$ cat src/rtl/core/chacha20_block_keystream_defines.svh
// ----------------------------------------------------------------------------
// chacha20_block_keystream_defines.svh
// Assertion macros shared by the keystream core files
// ----------------------------------------------------------------------------
`ifndef CHACHA20_BLOCK_KEYSTREAM_DEFINES_SVH
`define CHACHA20_BLOCK_KEYSTREAM_DEFINES_SVH

// same-cycle implication, clocked on aclk, off while in reset
`define CC20KS_ASSERT_NOW(lbl, ante, cons, msg) \
    lbl: assert property (@(posedge aclk) disable iff (!aresetn) (ante) |-> (cons)) \
        else $error(msg);

// next-cycle implication, clocked on aclk, off while in reset
`define CC20KS_ASSERT_NEXT(lbl, ante, cons, msg) \
    lbl: assert property (@(posedge aclk) disable iff (!aresetn) (ante) |=> (cons)) \
        else $error(msg);

`endif

$ cat src/rtl/core/cc20ks_pkg.sv
// ----------------------------------------------------------------------------
// cc20ks_pkg
// Types, constants and quarter-round helpers for the ChaCha20 keystream core
// ----------------------------------------------------------------------------
package cc20ks_pkg;

    typedef logic [15:0][31:0] state_t;
    typedef logic [7:0][31:0]  key_t;
    typedef logic [2:0][31:0]  nonce_t;
    typedef logic [2:0]        cfg_idx_t;

    // one pipeline beat: valid, counter word and working state
    typedef struct packed {
        logic        valid;
        logic [31:0] ctr;
        state_t      st;
    } beat_t;

    typedef struct packed {
        logic [31:0] a;
        logic [31:0] b;
        logic [31:0] c;
        logic [31:0] d;
    } qr_words_t;

    // "expand 32-byte k" as little-endian words, word 0 lowest
    localparam logic [3:0][31:0] SIGMA = {
        32'h6b206574, 32'h79622d32, 32'h3320646e, 32'h61707865
    };

    localparam cfg_idx_t CFG_KEY_01   = 3'd0;
    localparam cfg_idx_t CFG_KEY_23   = 3'd1;
    localparam cfg_idx_t CFG_KEY_45   = 3'd2;
    localparam cfg_idx_t CFG_KEY_67   = 3'd3;
    localparam cfg_idx_t CFG_NONCE_01 = 3'd4;
    localparam cfg_idx_t CFG_NONCE_2  = 3'd5;

    function automatic state_t build_init(input key_t key, input nonce_t nonce,
                                          input logic [31:0] ctr);
        state_t st;
        st[3:0]   = SIGMA;
        st[11:4]  = key;
        st[12]    = ctr;
        st[15:13] = nonce;
        return st;
    endfunction

    // half a quarter round: first half rotates 16/12, second half 8/7
    function automatic qr_words_t qr_half(input qr_words_t w, input logic second);
        qr_words_t   r;
        logic [31:0] x;
        r.a = w.a + w.b;
        x   = w.d ^ r.a;
        r.d = second ? {x[23:0], x[31:24]} : {x[15:0], x[31:16]};
        r.c = w.c + r.d;
        x   = w.b ^ r.c;
        r.b = second ? {x[24:0], x[31:25]} : {x[19:0], x[31:20]};
        return r;
    endfunction

endpackage

$ cat src/rtl/core/cc20ks_out_stage.sv
// ----------------------------------------------------------------------------
// cc20ks_out_stage
// Feed-forward add of the initial state, output register and skid buffer
// ----------------------------------------------------------------------------
`include "chacha20_block_keystream_defines.svh"

module cc20ks_out_stage (
    input  logic              aclk,
    input  logic              aresetn,
    input  cc20ks_pkg::beat_t in_beat,
    input  cc20ks_pkg::key_t   key,
    input  cc20ks_pkg::nonce_t nonce,
    output logic              pipe_en,
    output logic              m_tvalid,
    input  logic              m_tready,
    output logic [511:0]      m_tdata   // stream words 0..15, word 0 lowest
);
    import cc20ks_pkg::*;

    logic   m_tvalid_reg;
    state_t m_data_reg;
    logic   skid_valid_reg;
    state_t skid_data_reg;
    state_t init_st;
    state_t sum_next;
    logic   out_take;
    logic   in_fire;

    // ctr in pipe; user holds key, nonce while items in flight; unenforced
    assign init_st = build_init(key, nonce, in_beat.ctr);

    always_comb begin
        for (int i = 0; i < 16; i++) begin
            sum_next[i] = in_beat.st[i] + init_st[i];
        end
    end

    assign pipe_en  = !skid_valid_reg;
    assign in_fire  = pipe_en && in_beat.valid;
    assign out_take = !m_tvalid_reg || m_tready;

    always_ff @(posedge aclk) begin
        if (!aresetn) begin
            m_tvalid_reg   <= 1'b0;
            skid_valid_reg <= 1'b0;
        end else if (out_take) begin
            m_tvalid_reg   <= skid_valid_reg || in_fire;
            skid_valid_reg <= 1'b0;
        end else if (in_fire) begin
            skid_valid_reg <= 1'b1;
        end
    end

    always_ff @(posedge aclk) begin
        if (out_take) begin
            m_data_reg <= skid_valid_reg ? skid_data_reg : sum_next;
        end else if (in_fire) begin
            skid_data_reg <= sum_next;
        end
    end

    assign m_tvalid = m_tvalid_reg;
    assign m_tdata  = m_data_reg;

    `CC20KS_ASSERT_NOW(a_skid_behind_out, skid_valid_reg, m_tvalid_reg, "skid full with empty output")
    `CC20KS_ASSERT_NEXT(a_stall_to_skid, in_fire && m_tvalid_reg && !m_tready, skid_valid_reg, "beat on stalled output missed the skid")
    `CC20KS_ASSERT_NEXT(a_skid_drain, skid_valid_reg && m_tready, !skid_valid_reg && m_tvalid_reg, "skid beat not moved to output")

endmodule

$ cat config.mk
export PLATFORM = sky130hd
export DESIGN_NAME = cc20ks_out_stage
export DESIGN_NICKNAME = d
export VERILOG_FILES = /design/src/rtl/core/cc20ks_pkg.sv /design/src/rtl/core/cc20ks_out_stage.sv
export VERILOG_INCLUDE_DIRS = /design/src /design/src/rtl/core
export SDC_FILE = /design/constraint.sdc
export NUM_CORES = 2
export LEC_CHECK = 0
export BUFFER_PORTS_ARGS = -buffer_cell sky130_fd_sc_hd__buf_2
export CORE_AREA = 2 2 544 546
export CTS_CLUSTER_SIZE = 20
export DETAILED_ROUTE_END_ITERATION = 12
export DIE_AREA = 0 0 546 548
export PLACE_DENSITY = 0.47
export SYNTH_ARGS = -nofsm -noshare
export SYNTH_HDL_FRONTEND = slang
export SYNTH_SLANG_ARGS = --single-unit
$ cat constraint.sdc
create_clock -name aclk -period 169.2 [get_ports aclk]
set_clock_uncertainty 0.05 [all_clocks]
set_input_delay 25.38 -clock aclk [delete_from_list [all_inputs] [get_ports aclk]]
set_output_delay 25.38 -clock aclk [all_outputs]
set_load 0.03 [all_outputs]
==> results.yml <==
worst_setup_path:
  worstSetupPathType: "in2reg"
  rr_worst_depth: 7
  crit_slowest_cell: "buf_4"
  worstPathArrival_ns: 30.45
  worstSetupStartpoint: "m_tready"
  cp_common_cell: "buf_4"
  max_stage_delay_ns: 0.79
  cp-start-kind: "input port"
  crit_family: "buffers and inverters"
  path_cells: "buf_2, nand2b_4, nor3b_2, buf_4, buf_4, buf_4, buf_4, buf_12"
  required_ns: 169.55
  cp_num_buf_inv: 6
  path_max_fanout: 141
  endpoint_kind: "register"
  critical_path_depth: 8
  r2r_start: "m_tvalid"
min_path:
  min_from: "skid_data_reg[376]"
  hold_depth: 2
  hold_class: "reg2reg"
cts:
  clkLatencyLatePin_ns: 0.80
  tritoncts: "built"
  cts_hold_buf: 0
  cts-root-buf: "clkbuf_16"
  clockBufferDepth: 4
  path_clk_slew_ns: 0.06
  numClockSinks: 1026
  cts_buffers: 136
  cts-resized-gates: 0
  post_cts_buffers: 0
  cts-htree-levels: 4
sta:
  relSlewSlack: 0.2526
  finalSetupTns_ns: 0
  worstMarginPinSlew_ns: 1.121
  worst_slack_ns: 139.11
  rsz0062_at_grt: "false"
  min_period_ns: 30.10
  slew_violations: 0
  setup_viol: 0
  hold_violations: 0
  max_clock_freq_mhz: 33.23
  post-route-period-util: 0.1779
global_route:
  busiest_layer: "met2"
  grt_pass1_vias: 47300
  antenna_found_initial: 139
  grt_max_degree: 142
  overflow: 0
  grt_pass1_wl_um: 364500
  met3_usage: 0.05094
  use_met1: 0.1887
  track_usage: 0.1694
  grt.met2_usage: 0.2989
synth:
  async_flop_share: 0
  ys_warn_count: 0
  ys_ff_latch: 1026
  syn_nets: 6371
  syn_area_mm2: 0.05891
  synth_edf_count: 1024
  synth_ff_type: "edfxtp_1"
  synth.distinct_cells: 95
  synthCells: 5083
  ys_seq_area_frac: 0.5226
  syn_avg_cell_area_um2: 11.59
layout:
  area_growth_pct: 27.42
  multiInputGateArea_mm2: 0.02708
  layout-drive-gt1-share: 0.3068
  regArea_mm2: 0.03079
  finalNetCount: 7787
  fill_cells: 31190
floorplan:
  die_w_um: 546
  ios: 1414
  num_rows: 199
  start_util: 0.2010
  core_mm2: 0.2931
  dieArea_mm2: 0.2992
  dieHeight_um: 548
placed_design:
  place_ws_ns: 138.32
  dp_hpwl_um: 216800
  io_buffers: 1413
  gp_congestion: 0.9753
power_and_ir_drop:
  ir_drop_uv: 7.071
  leakage_nw: 31.04
  cellPowerDensity_mw_per_mm2: 11.33
detailed_routing:
  wl_per_cell_um: 25.17
  via_count: 47450
  post_drt_via_cell_ratio: 4.483
  drtAntennaViolNets: 0
  drc: 0
  drt-total-wl_um: 266500
  firstDrtPassIters: 6
  drt_iter0_drc: 3590
status:
  status: "complete, no violations"
run:
  drv_cap: 0
==> per-layer routing <==
layer  routed length [um]  share of wire  vias to the layer above
li1                     -              -                    21990
met1               100600           0.38                    23020
met2               132100           0.50                     1864
met3                21140          0.079                      493
met4                12120          0.045                       86
met5                  564         0.0021                        -
==> cell type report <==
| type | count | share of cell area |
|---|---|---|
| timing repair buffer | 1448 | 0.09837 |
| clock inverter | 73 | 0.009051 |
| sequential | 1026 | 0.4102 |
| multi-input combinational | 3770 | 0.3608 |
| antenna | 67 | 0.002233 |
| clock buffer | 166 | 0.04809 |
| tap | 3919 | 0.06532 |
| inverter | 117 | 0.005950 |
==> tightest hold or removal path: stages, from the launching register on <==
cell      delay [ns]
edfxtp_1        0.32
nand2_1         0.05
nand2_1         0.05
==> where the power goes <==
part | switching [mW] | internal [mW] | total (mW) | leakage [nW]
registers | 0.0126 | 0.320 | 0.333 | 9.97
logic | 0.155 | 0.0756 | 0.231 | 19.0
clock network | 0.120 | 0.166 | 0.287 | 2.08
total | 0.288 | 0.562 | 0.850 | 31.0
==> cells in the final DEF, fill, tap and decap left out, types with 58 or more instances in the layout <==
| master | n |
|---|---|
| clkbuf_16 | 139 |
| nor3_1 | 62 |
| nand2_1 | 685 |
| a21oi_1 | 355 |
| o21bai_1 | 58 |
| mux2_2 | 326 |
| nand3_1 | 110 |
| diode_2 | 67 |
| xnor2_1 | 291 |
| xor2_1 | 160 |
| ha_1 | 376 |
| nor2_1 | 220 |
| inv_1 | 116 |
| o21ai_0 | 175 |
| a21o_1 | 252 |
| buf_2 | 1413 |
| edfxtp_1 | 1024 |
==> kinds of logic (layout without fill, tap and decap cells) <==
logic type / count (synthesis) / count (layout) / share of synthesized area
other: 0 / 67 / 0
AOI/OAI and AO/OA: 1222 / 1222 / 0.1385
xor gates and xnor gates: 454 / 454 / 0.06749
adders and majority gates: 388 / 388 / 0.08393
buffers and inverters: 287 / 1804 / 0.01837
DFF: 1026 / 1026 / 0.5226
and+or+nand+nor: 1379 / 1379 / 0.1066
muxes: 327 / 327 / 0.06248
==> synth_stat cells, types with 13 or more instances <==
master,count,area share
clkbuf_1,154,0.0098
or2_2,14,0.0015
a31oi_1,57,0.0061
o211ai_1,22,0.0028
nor3_1,62,0.0053
o21bai_1,58,0.0074
o31ai_1,33,0.0042
inv_1,116,0.0074
o21ai_1,16,0.0014
nand4_1,45,0.0048
a21oi_1,355,0.030
edfxtp_1,1024,0.52
o21a_1,45,0.0057
a211oi_1,40,0.0051
mux2_2,326,0.062
nand2_1,685,0.044
nor2b_1,41,0.0044
nand2b_1,32,0.0034
nor2_1,220,0.014
ha_1,376,0.080
and3_1,57,0.0061
a21boi_0,13,0.0017
nand3_1,110,0.0093
nor3b_1,13,0.0017
o21ai_0,175,0.015
and2_1,30,0.0032
xnor2_1,294,0.044
a221oi_1,14,0.0021
a21o_1,252,0.032
xor2_1,160,0.024
==> final timing paths <==
path / endpoint / slack [ns]
worst max-delay path: skid_data_reg[213] / 139.11
worst min-delay path: m_tdata[376] / 0.45
worst max register to register: skid_data_reg[213] / 163.48
worst min register to register: m_tdata[376] / 0.45
==> per-stage QoR <==
stage          area, um^2  total power [mW]  utilization  cells  hold WS [ns]
3_5_place_dp        70610            0.5697       0.2409  10280        0.4469
5_1_grt             75000            0.8884       0.2559  10560        0.4599
6_report            75070            0.8502       0.2561  10590        0.4504
4_1_cts             74900            0.8639       0.2556  10520        0.4397
3_3_place_gp        70610            0.5696       0.2409  10280        0.4467
2_1_floorplan       58910            0.4880            -   5083        0.4374
No activity file was read; power rests on OpenSTA's default activity.
