## src/rtl/core/chacha20_block_keystream_defines.svh

```systemverilog
// ----------------------------------------------------------------------------
// chacha20_block_keystream_defines.svh
// Assertion macros shared by the keystream core files
// ----------------------------------------------------------------------------
`ifndef CHACHA20_BLOCK_KEYSTREAM_DEFINES_SVH
`define CHACHA20_BLOCK_KEYSTREAM_DEFINES_SVH

// same-cycle implication, clocked on aclk, off while in reset
`define CC20KS_ASSERT_NOW(lbl, ante, cons, msg) \
    lbl: assert property (@(posedge aclk) disable iff (!aresetn) (ante) |-> (cons)) \
        else $error(msg);

// next-cycle implication, clocked on aclk, off while in reset
`define CC20KS_ASSERT_NEXT(lbl, ante, cons, msg) \
    lbl: assert property (@(posedge aclk) disable iff (!aresetn) (ante) |=> (cons)) \
        else $error(msg);

`endif

```

## src/rtl/core/cc20ks_pkg.sv

```systemverilog
// ----------------------------------------------------------------------------
// cc20ks_pkg
// Types, constants and quarter-round helpers for the ChaCha20 keystream core
// ----------------------------------------------------------------------------
package cc20ks_pkg;

    typedef logic [15:0][31:0] state_t;
    typedef logic [7:0][31:0]  key_t;
    typedef logic [2:0][31:0]  nonce_t;
    typedef logic [2:0]        cfg_idx_t;

    // one pipeline beat: valid, counter word and working state
    typedef struct packed {
        logic        valid;
        logic [31:0] ctr;
        state_t      st;
    } beat_t;

    typedef struct packed {
        logic [31:0] a;
        logic [31:0] b;
        logic [31:0] c;
        logic [31:0] d;
    } qr_words_t;

    // "expand 32-byte k" as little-endian words, word 0 lowest
    localparam logic [3:0][31:0] SIGMA = {
        32'h6b206574, 32'h79622d32, 32'h3320646e, 32'h61707865
    };

    localparam cfg_idx_t CFG_KEY_01   = 3'd0;
    localparam cfg_idx_t CFG_KEY_23   = 3'd1;
    localparam cfg_idx_t CFG_KEY_45   = 3'd2;
    localparam cfg_idx_t CFG_KEY_67   = 3'd3;
    localparam cfg_idx_t CFG_NONCE_01 = 3'd4;
    localparam cfg_idx_t CFG_NONCE_2  = 3'd5;

    function automatic state_t build_init(input key_t key, input nonce_t nonce,
                                          input logic [31:0] ctr);
        state_t st;
        st[3:0]   = SIGMA;
        st[11:4]  = key;
        st[12]    = ctr;
        st[15:13] = nonce;
        return st;
    endfunction

    // half a quarter round: first half rotates 16/12, second half 8/7
    function automatic qr_words_t qr_half(input qr_words_t w, input logic second);
        qr_words_t   r;
        logic [31:0] x;
        r.a = w.a + w.b;
        x   = w.d ^ r.a;
        r.d = second ? {x[23:0], x[31:24]} : {x[15:0], x[31:16]};
        r.c = w.c + r.d;
        x   = w.b ^ r.c;
        r.b = second ? {x[24:0], x[31:25]} : {x[19:0], x[31:20]};
        return r;
    endfunction

endpackage

```

## src/rtl/core/cc20ks_round_stage.sv

```systemverilog
// ----------------------------------------------------------------------------
// cc20ks_round_stage
// One pipeline stage: half of a column or diagonal round on all four quarters
// ----------------------------------------------------------------------------
module cc20ks_round_stage (
    input  logic              aclk,
    input  logic              aresetn,
    input  logic              en,
    input  logic              diag,
    input  logic              second,
    input  cc20ks_pkg::beat_t in_beat,
    output cc20ks_pkg::beat_t out_beat
);
    import cc20ks_pkg::*;

    logic        valid_reg;
    logic [31:0] ctr_reg;
    state_t      st_reg;
    state_t      st_next;

    always_comb begin
        logic [1:0] qi;
        logic [1:0] qb;
        logic [1:0] qc;
        logic [1:0] qd;
        qr_words_t  w;
        qr_words_t  r;
        st_next = in_beat.st;
        for (int q = 0; q < 4; q++) begin
            qi = 2'(q);
            qb = diag ? qi + 2'd1 : qi;
            qc = diag ? qi + 2'd2 : qi;
            qd = diag ? qi + 2'd3 : qi;
            w.a = in_beat.st[{2'b00, qi}];
            w.b = in_beat.st[{2'b01, qb}];
            w.c = in_beat.st[{2'b10, qc}];
            w.d = in_beat.st[{2'b11, qd}];
            r = qr_half(w, second);
            st_next[{2'b00, qi}] = r.a;
            st_next[{2'b01, qb}] = r.b;
            st_next[{2'b10, qc}] = r.c;
            st_next[{2'b11, qd}] = r.d;
        end
    end

    always_ff @(posedge aclk) begin
        if (!aresetn) begin
            valid_reg <= 1'b0;
        end else if (en) begin
            valid_reg <= in_beat.valid;
        end
    end

    always_ff @(posedge aclk) begin
        if (en) begin
            ctr_reg <= in_beat.ctr;
            st_reg  <= st_next;
        end
    end

    assign out_beat = '{valid: valid_reg, ctr: ctr_reg, st: st_reg};

endmodule

```

## config.mk

```make
export PLATFORM = sky130hd
export DESIGN_NAME = cc20ks_round_stage
export DESIGN_NICKNAME = d
export VERILOG_FILES = /design/src/rtl/core/chacha20_block_keystream_defines.svh /design/src/rtl/core/cc20ks_pkg.sv /design/src/rtl/core/cc20ks_round_stage.sv
export SDC_FILE = /design/constraint.sdc
export NUM_CORES = 2
export LEC_CHECK = 0
export ABC_AREA = 0
export BUFFER_PORTS_ARGS = -buffer_cell sky130_fd_sc_hd__clkbuf_2
export CAP_MARGIN = 25
export CORE_MARGIN = 5
export CORE_UTILIZATION = 25
export CTS_CLUSTER_SIZE = 20
export DETAILED_ROUTE_END_ITERATION = 12
export PLACE_DENSITY = 0.45
export SYNTH_ARGS = -nofsm -noshare
export SYNTH_HDL_FRONTEND = slang
export SYNTH_SLANG_ARGS = --single-unit
```

## constraint.sdc

```tcl
create_clock -name aclk -period 9.6 [get_ports aclk]
set_input_delay 0.48 -clock aclk [delete_from_list [all_inputs] [get_ports aclk]]
set_output_delay 0.48 -clock aclk [all_outputs]
set_load 0.03 [all_outputs]
```

==> results by stage <==
Clock network:
- The number of clock sinks seen by CTS is approximately 550.
- The H-tree depth reported by CTS is 3.
- Clock-pin slew was measured on the worst setup and hold paths at about 0.06 ns.
- The number of buffers on the longest clock path is 3.
- The number of gates given a new drive strength after cts is 0.
- The TritonCTS clock tree is done.
- Clock tree synthesis inserted a total of 76 buffers.
- The clock tree root driver cell is sky130_fd_sc_hd__clkbuf_16.
- The worst-skew pair later-pin latency is about 0.70 ns.

Cells and area:
- The area growth from synthesis to final layout is 30.2%.
- The post-route netlist has 33.0% of its cells at a drive strength greater than 1.
- The filler cell count in the final layout is ~19000.
- The final net count is between 6000 and 7000.
- The most common cell after layout, fill and taps aside is sky130_fd_sc_hd__clkbuf_2.
- The area of all placed cells without fillers is between 50000 and 60000 um2.
- The number of flip-flops in the largest register is around 510.
- Leaving out fill and tap cells, the most frequent cells in the layout are sky130_fd_sc_hd__clkbuf_2 (1091), sky130_fd_sc_hd__edfxtp_1 (544), sky130_fd_sc_hd__nor2_1 (418).

Floorplan:
- The die extent in x is approximately 430 um.
- The I/O pin count is approximately 1100.
- After floorplanning, the core was divided into roughly 160 placement rows.
- The initial core utilization is roughly 25%.
- The die is ~430 um tall.
- The die area is approximately 190000 um2.
- The placeable core region is about 180000 um2.

Logic synthesis:
- Counting flops with a built-in enable in the synthesized netlist gives between 500 and 600.
- In the synthesized netlist the async set-or-reset flop fraction comes to 0%.
- The synthesized instance count is around 4500.
- The cell area that synthesis handed to floorplanning was 44600 um2.
- Synthesis produced a netlist with a net count of around 5300.
- Sequential cells were found to cover 36.7% of the synthesized design area.
- The predominant post-synthesis flop cell is sky130_fd_sc_hd__edfxtp_1.
- By area the synthesized netlist is led by sky130_fd_sc_hd__edfxtp_1 (37%), sky130_fd_sc_hd__mux2_2 (8.1%), sky130_fd_sc_hd__mux2i_1 (7.0%).
- A synthesized cell averages roughly 9.9 um2.
- During synthesis, Yosys emitted a total of 0 warnings.
- The fraction of post-synthesis cell area in the top cell type by area is about 37%.
- The number of library cell types mapped by synthesis is between 90 and 100.
- The cell taking the most area after synthesis is sky130_fd_sc_hd__edfxtp_1.
- After synthesis the netlist holds a flip-flop and latch count of around 550.

Placement:
- The HPWL after detailed placement is roughly 280000 um.
- Routability-driven placement finished with a final weighted congestion of approximately 1.0.
- The placed instance area is about 55000 um2.
- Buffers placed on the I/O ports in this run total 1094.

Worst setup path:
- The worst setup path is launched from an input pin.
- The number of cells on the worst reg-to-reg path is 3.
- The worst setup path is captured at a register.
- The startpoint identified for the worst register-to-register timing path is valid_reg.
- Data arrives at the worst endpoint at ~9.4 ns.
- The required time of the critical path is 10.19 ns.
- The critical path depth in cells is 35.
- The stage delay of the slowest cell on the critical path is 0.55 ns.
- Grouping stages by cell kind, the critical path spends the most delay in compound AO/OA/AOI/OAI gates.
- The setup check on the worst reg-to-reg path leaves a slack of between 8 and 9 ns.
- The worst-path maximum fanout is 32.
- The critical path class is in -> reg.
- The origin of the worst setup path is diag.
- The worst register-to-register path ends at valid_reg.
- The slowest stage of the critical path is the sky130_fd_sc_hd__a2111oi_1 cell.
- The most prevalent standard cell on the critical path is sky130_fd_sc_hd__buf_4.
- The capturing instance or port of the critical path is out_beat[200].
- The number of buffer and inverter stages on the critical path is 11.

Drt:
- After detailed routing, the number of remaining DRC violations is 0.
- The total number of vias is roughly 44000.
- For this run, the detailed router's first-pass iteration total came to 6.
- Wires add up to 330000 um.
- The wire length per cell is 39.7 um.
- Dividing the detail-routed via count by the number of cells gives between 5 and 6.
- The residual antenna-violating net count after detailed routing is 0.
- The first routing iteration left 4538 violations.

Timing:
- Setup total negative slack on the finished layout was measured at 0 ns.
- The worst slew margin relative to its limit is 14.7%.
- At the pin with the least slew margin, the transition time is between 1 and 1.5 ns.
- The hold violation total from the final report was 0.
- For this run, the top clock speed supported by timing is roughly 0.11 GHz.
- Setup violations remaining at the end of the flow were counted as 0.
- The ratio of final minimum period to clock period is about nine tenths.
- Setup repair after global routing left no endpoint under its margin.
- The max-slew violation count is 0.
- Clock skew on the completed layout was measured at 0 ns.
- The minimum hold slack is between 0.2 and 0.25 ns.
- The clock period minus worst slack is approximately 8.8 ns.

Power:
- The design internal power is about 9400 uW.
- VDD sags by at most between 0.1 and 0.15 mV.
- In this run the power spent charging and discharging nets is roughly 11000 uW.
- For this design the static power due to leakage is about 0.026 uW.
- The part of the power in the clock network is between 10% and 20%.
- The total power is between 15000 and 20000 uW.
- The sequential fraction of design power is a little over a fifth.
- The switching share of total power is between 50% and 60%.
- The combinational group share of total power is between 60% and 70%.
- Power spread over the standard cell area amounts to 342 nW/um2.

Status:
- The flow ran to the end, and the final reports show no timing, DRC or antenna violations.

GRT:
- The via count of the first global-routing pass is around 43000.
- The number of antenna violations at the first check in global routing is 62.
- The first-pass GRT wire length is roughly 420000 um.
- The global-route usage over all layers is around a third.
- Entering global routing, the biggest net connects 170 pins.
- The aggregate global routing overflow is 0.

Min path:
- The classification of the worst-slack hold path is in -> reg.
- The worst hold path begins at en.

Flow run:
- Max-cap violations in this run came to 0.
## how the worst min path moves through the flow
| stage | end | slack [ns] | cells after the start |
|---|---|---|---|
| after floorplan | valid_reg | 0.48 | 2 |
| after global placement | valid_reg | 0.50 | 2 |
| after detailed placement | valid_reg | 0.52 | 2 |
| after CTS | out_beat[234] | 0.17 | 3 |
| after global routing | out_beat[65] | 0.24 | 2 |
| final | out_beat[120] | 0.23 | 1 |
## power by group through the flow
| stage | Clock (uW) | Sequential (uW) | Combinational [uW] |
|---|---|---|---|
| floorplan | 0 | 5340 | 4660 |
| global route | 3180 | 4170 | 13000 |
| detailed placement | 0 | 4170 | 12400 |
| global placement | 0 | 4180 | 12400 |
| finish | 3020 | 4140 | 12700 |
| CTS | 3080 | 4150 | 12500 |
## logic make-up (layout without fill, tap and decap cells)
kind of cell             after synthesis  count (layout)  share of synthesized area [%]
multiplexers                         644             644                           15.6
flip-flops                           545             545                           36.7
buffers and inverters                338            1749                           2.91
adder cells (fa/ha/maj)              256             256                           7.31
XOR/XNOR                             580             580                           11.6
AND/OR/NAND/NOR                     1047            1047                           10.2
other                                  0              22                              0
AO/OA/AOI/OAI                       1096            1096                           15.6
## timing repair
item                                   4_1_cts  5_1_grt
hold buffers                                34        0
setup buffers                                0        0
endpoints found under the hold margin       33        0
## area by class of cell
cell class	count	area (um2)	area share [%]
Clock buffer	93	2050	3.53
Tap cell	2355	2950	5.07
Sequential cell	545	16400	28.2
Inverter	129	497	0.855
Antenna cell	22	55.1	0.0948
Multi-Input combinational cell	3623	27000	46.5
Timing Repair Buffer	1482	8650	14.9
Clock inverter	45	499	0.859
## cells in the mapped netlist, types with 35 or more instances
library cell / count
sky130_fd_sc_hd__a211oi_1: 40
sky130_fd_sc_hd__a21o_1: 127
sky130_fd_sc_hd__a21oi_1: 325
sky130_fd_sc_hd__a31oi_1: 35
sky130_fd_sc_hd__and3_1: 38
sky130_fd_sc_hd__buf_1: 43
sky130_fd_sc_hd__clkbuf_1: 143
sky130_fd_sc_hd__edfxtp_1: 544
sky130_fd_sc_hd__ha_1: 248
sky130_fd_sc_hd__inv_1: 127
sky130_fd_sc_hd__mux2_2: 322
sky130_fd_sc_hd__mux2i_1: 312
sky130_fd_sc_hd__nand2_1: 356
sky130_fd_sc_hd__nand3_1: 53
sky130_fd_sc_hd__nor2_1: 419
sky130_fd_sc_hd__o211ai_1: 39
sky130_fd_sc_hd__o21a_1: 38
sky130_fd_sc_hd__o21ai_0: 250
sky130_fd_sc_hd__o21bai_1: 37
sky130_fd_sc_hd__xnor2_1: 322
sky130_fd_sc_hd__xor2_1: 248
## per-stage QoR
stage | util [%] | instances | worst slack, ns
after floorplan | - | 4506 | 1.61
after global placement | 30.9 | 8082 | 0.145
after detailed placement | 31.0 | 8099 | 0.337
after CTS | 32.6 | 8271 | 1.05
after global routing | 32.6 | 8286 | 0.438
final | 32.6 | 8294 | 0.795
## layer usage
layer  vias up  routed length (um)  track usage [%]  share of wire [%]
li1      19400                   -                -                  -
met3       641               21200             5.93                6.4
met5         -                 198                0              0.060
met2      2275              150000             54.5                 46
met4        28               30400             25.5                9.2
met1     22200              128000             40.1                 39
(Power assumes the default switching activity.)
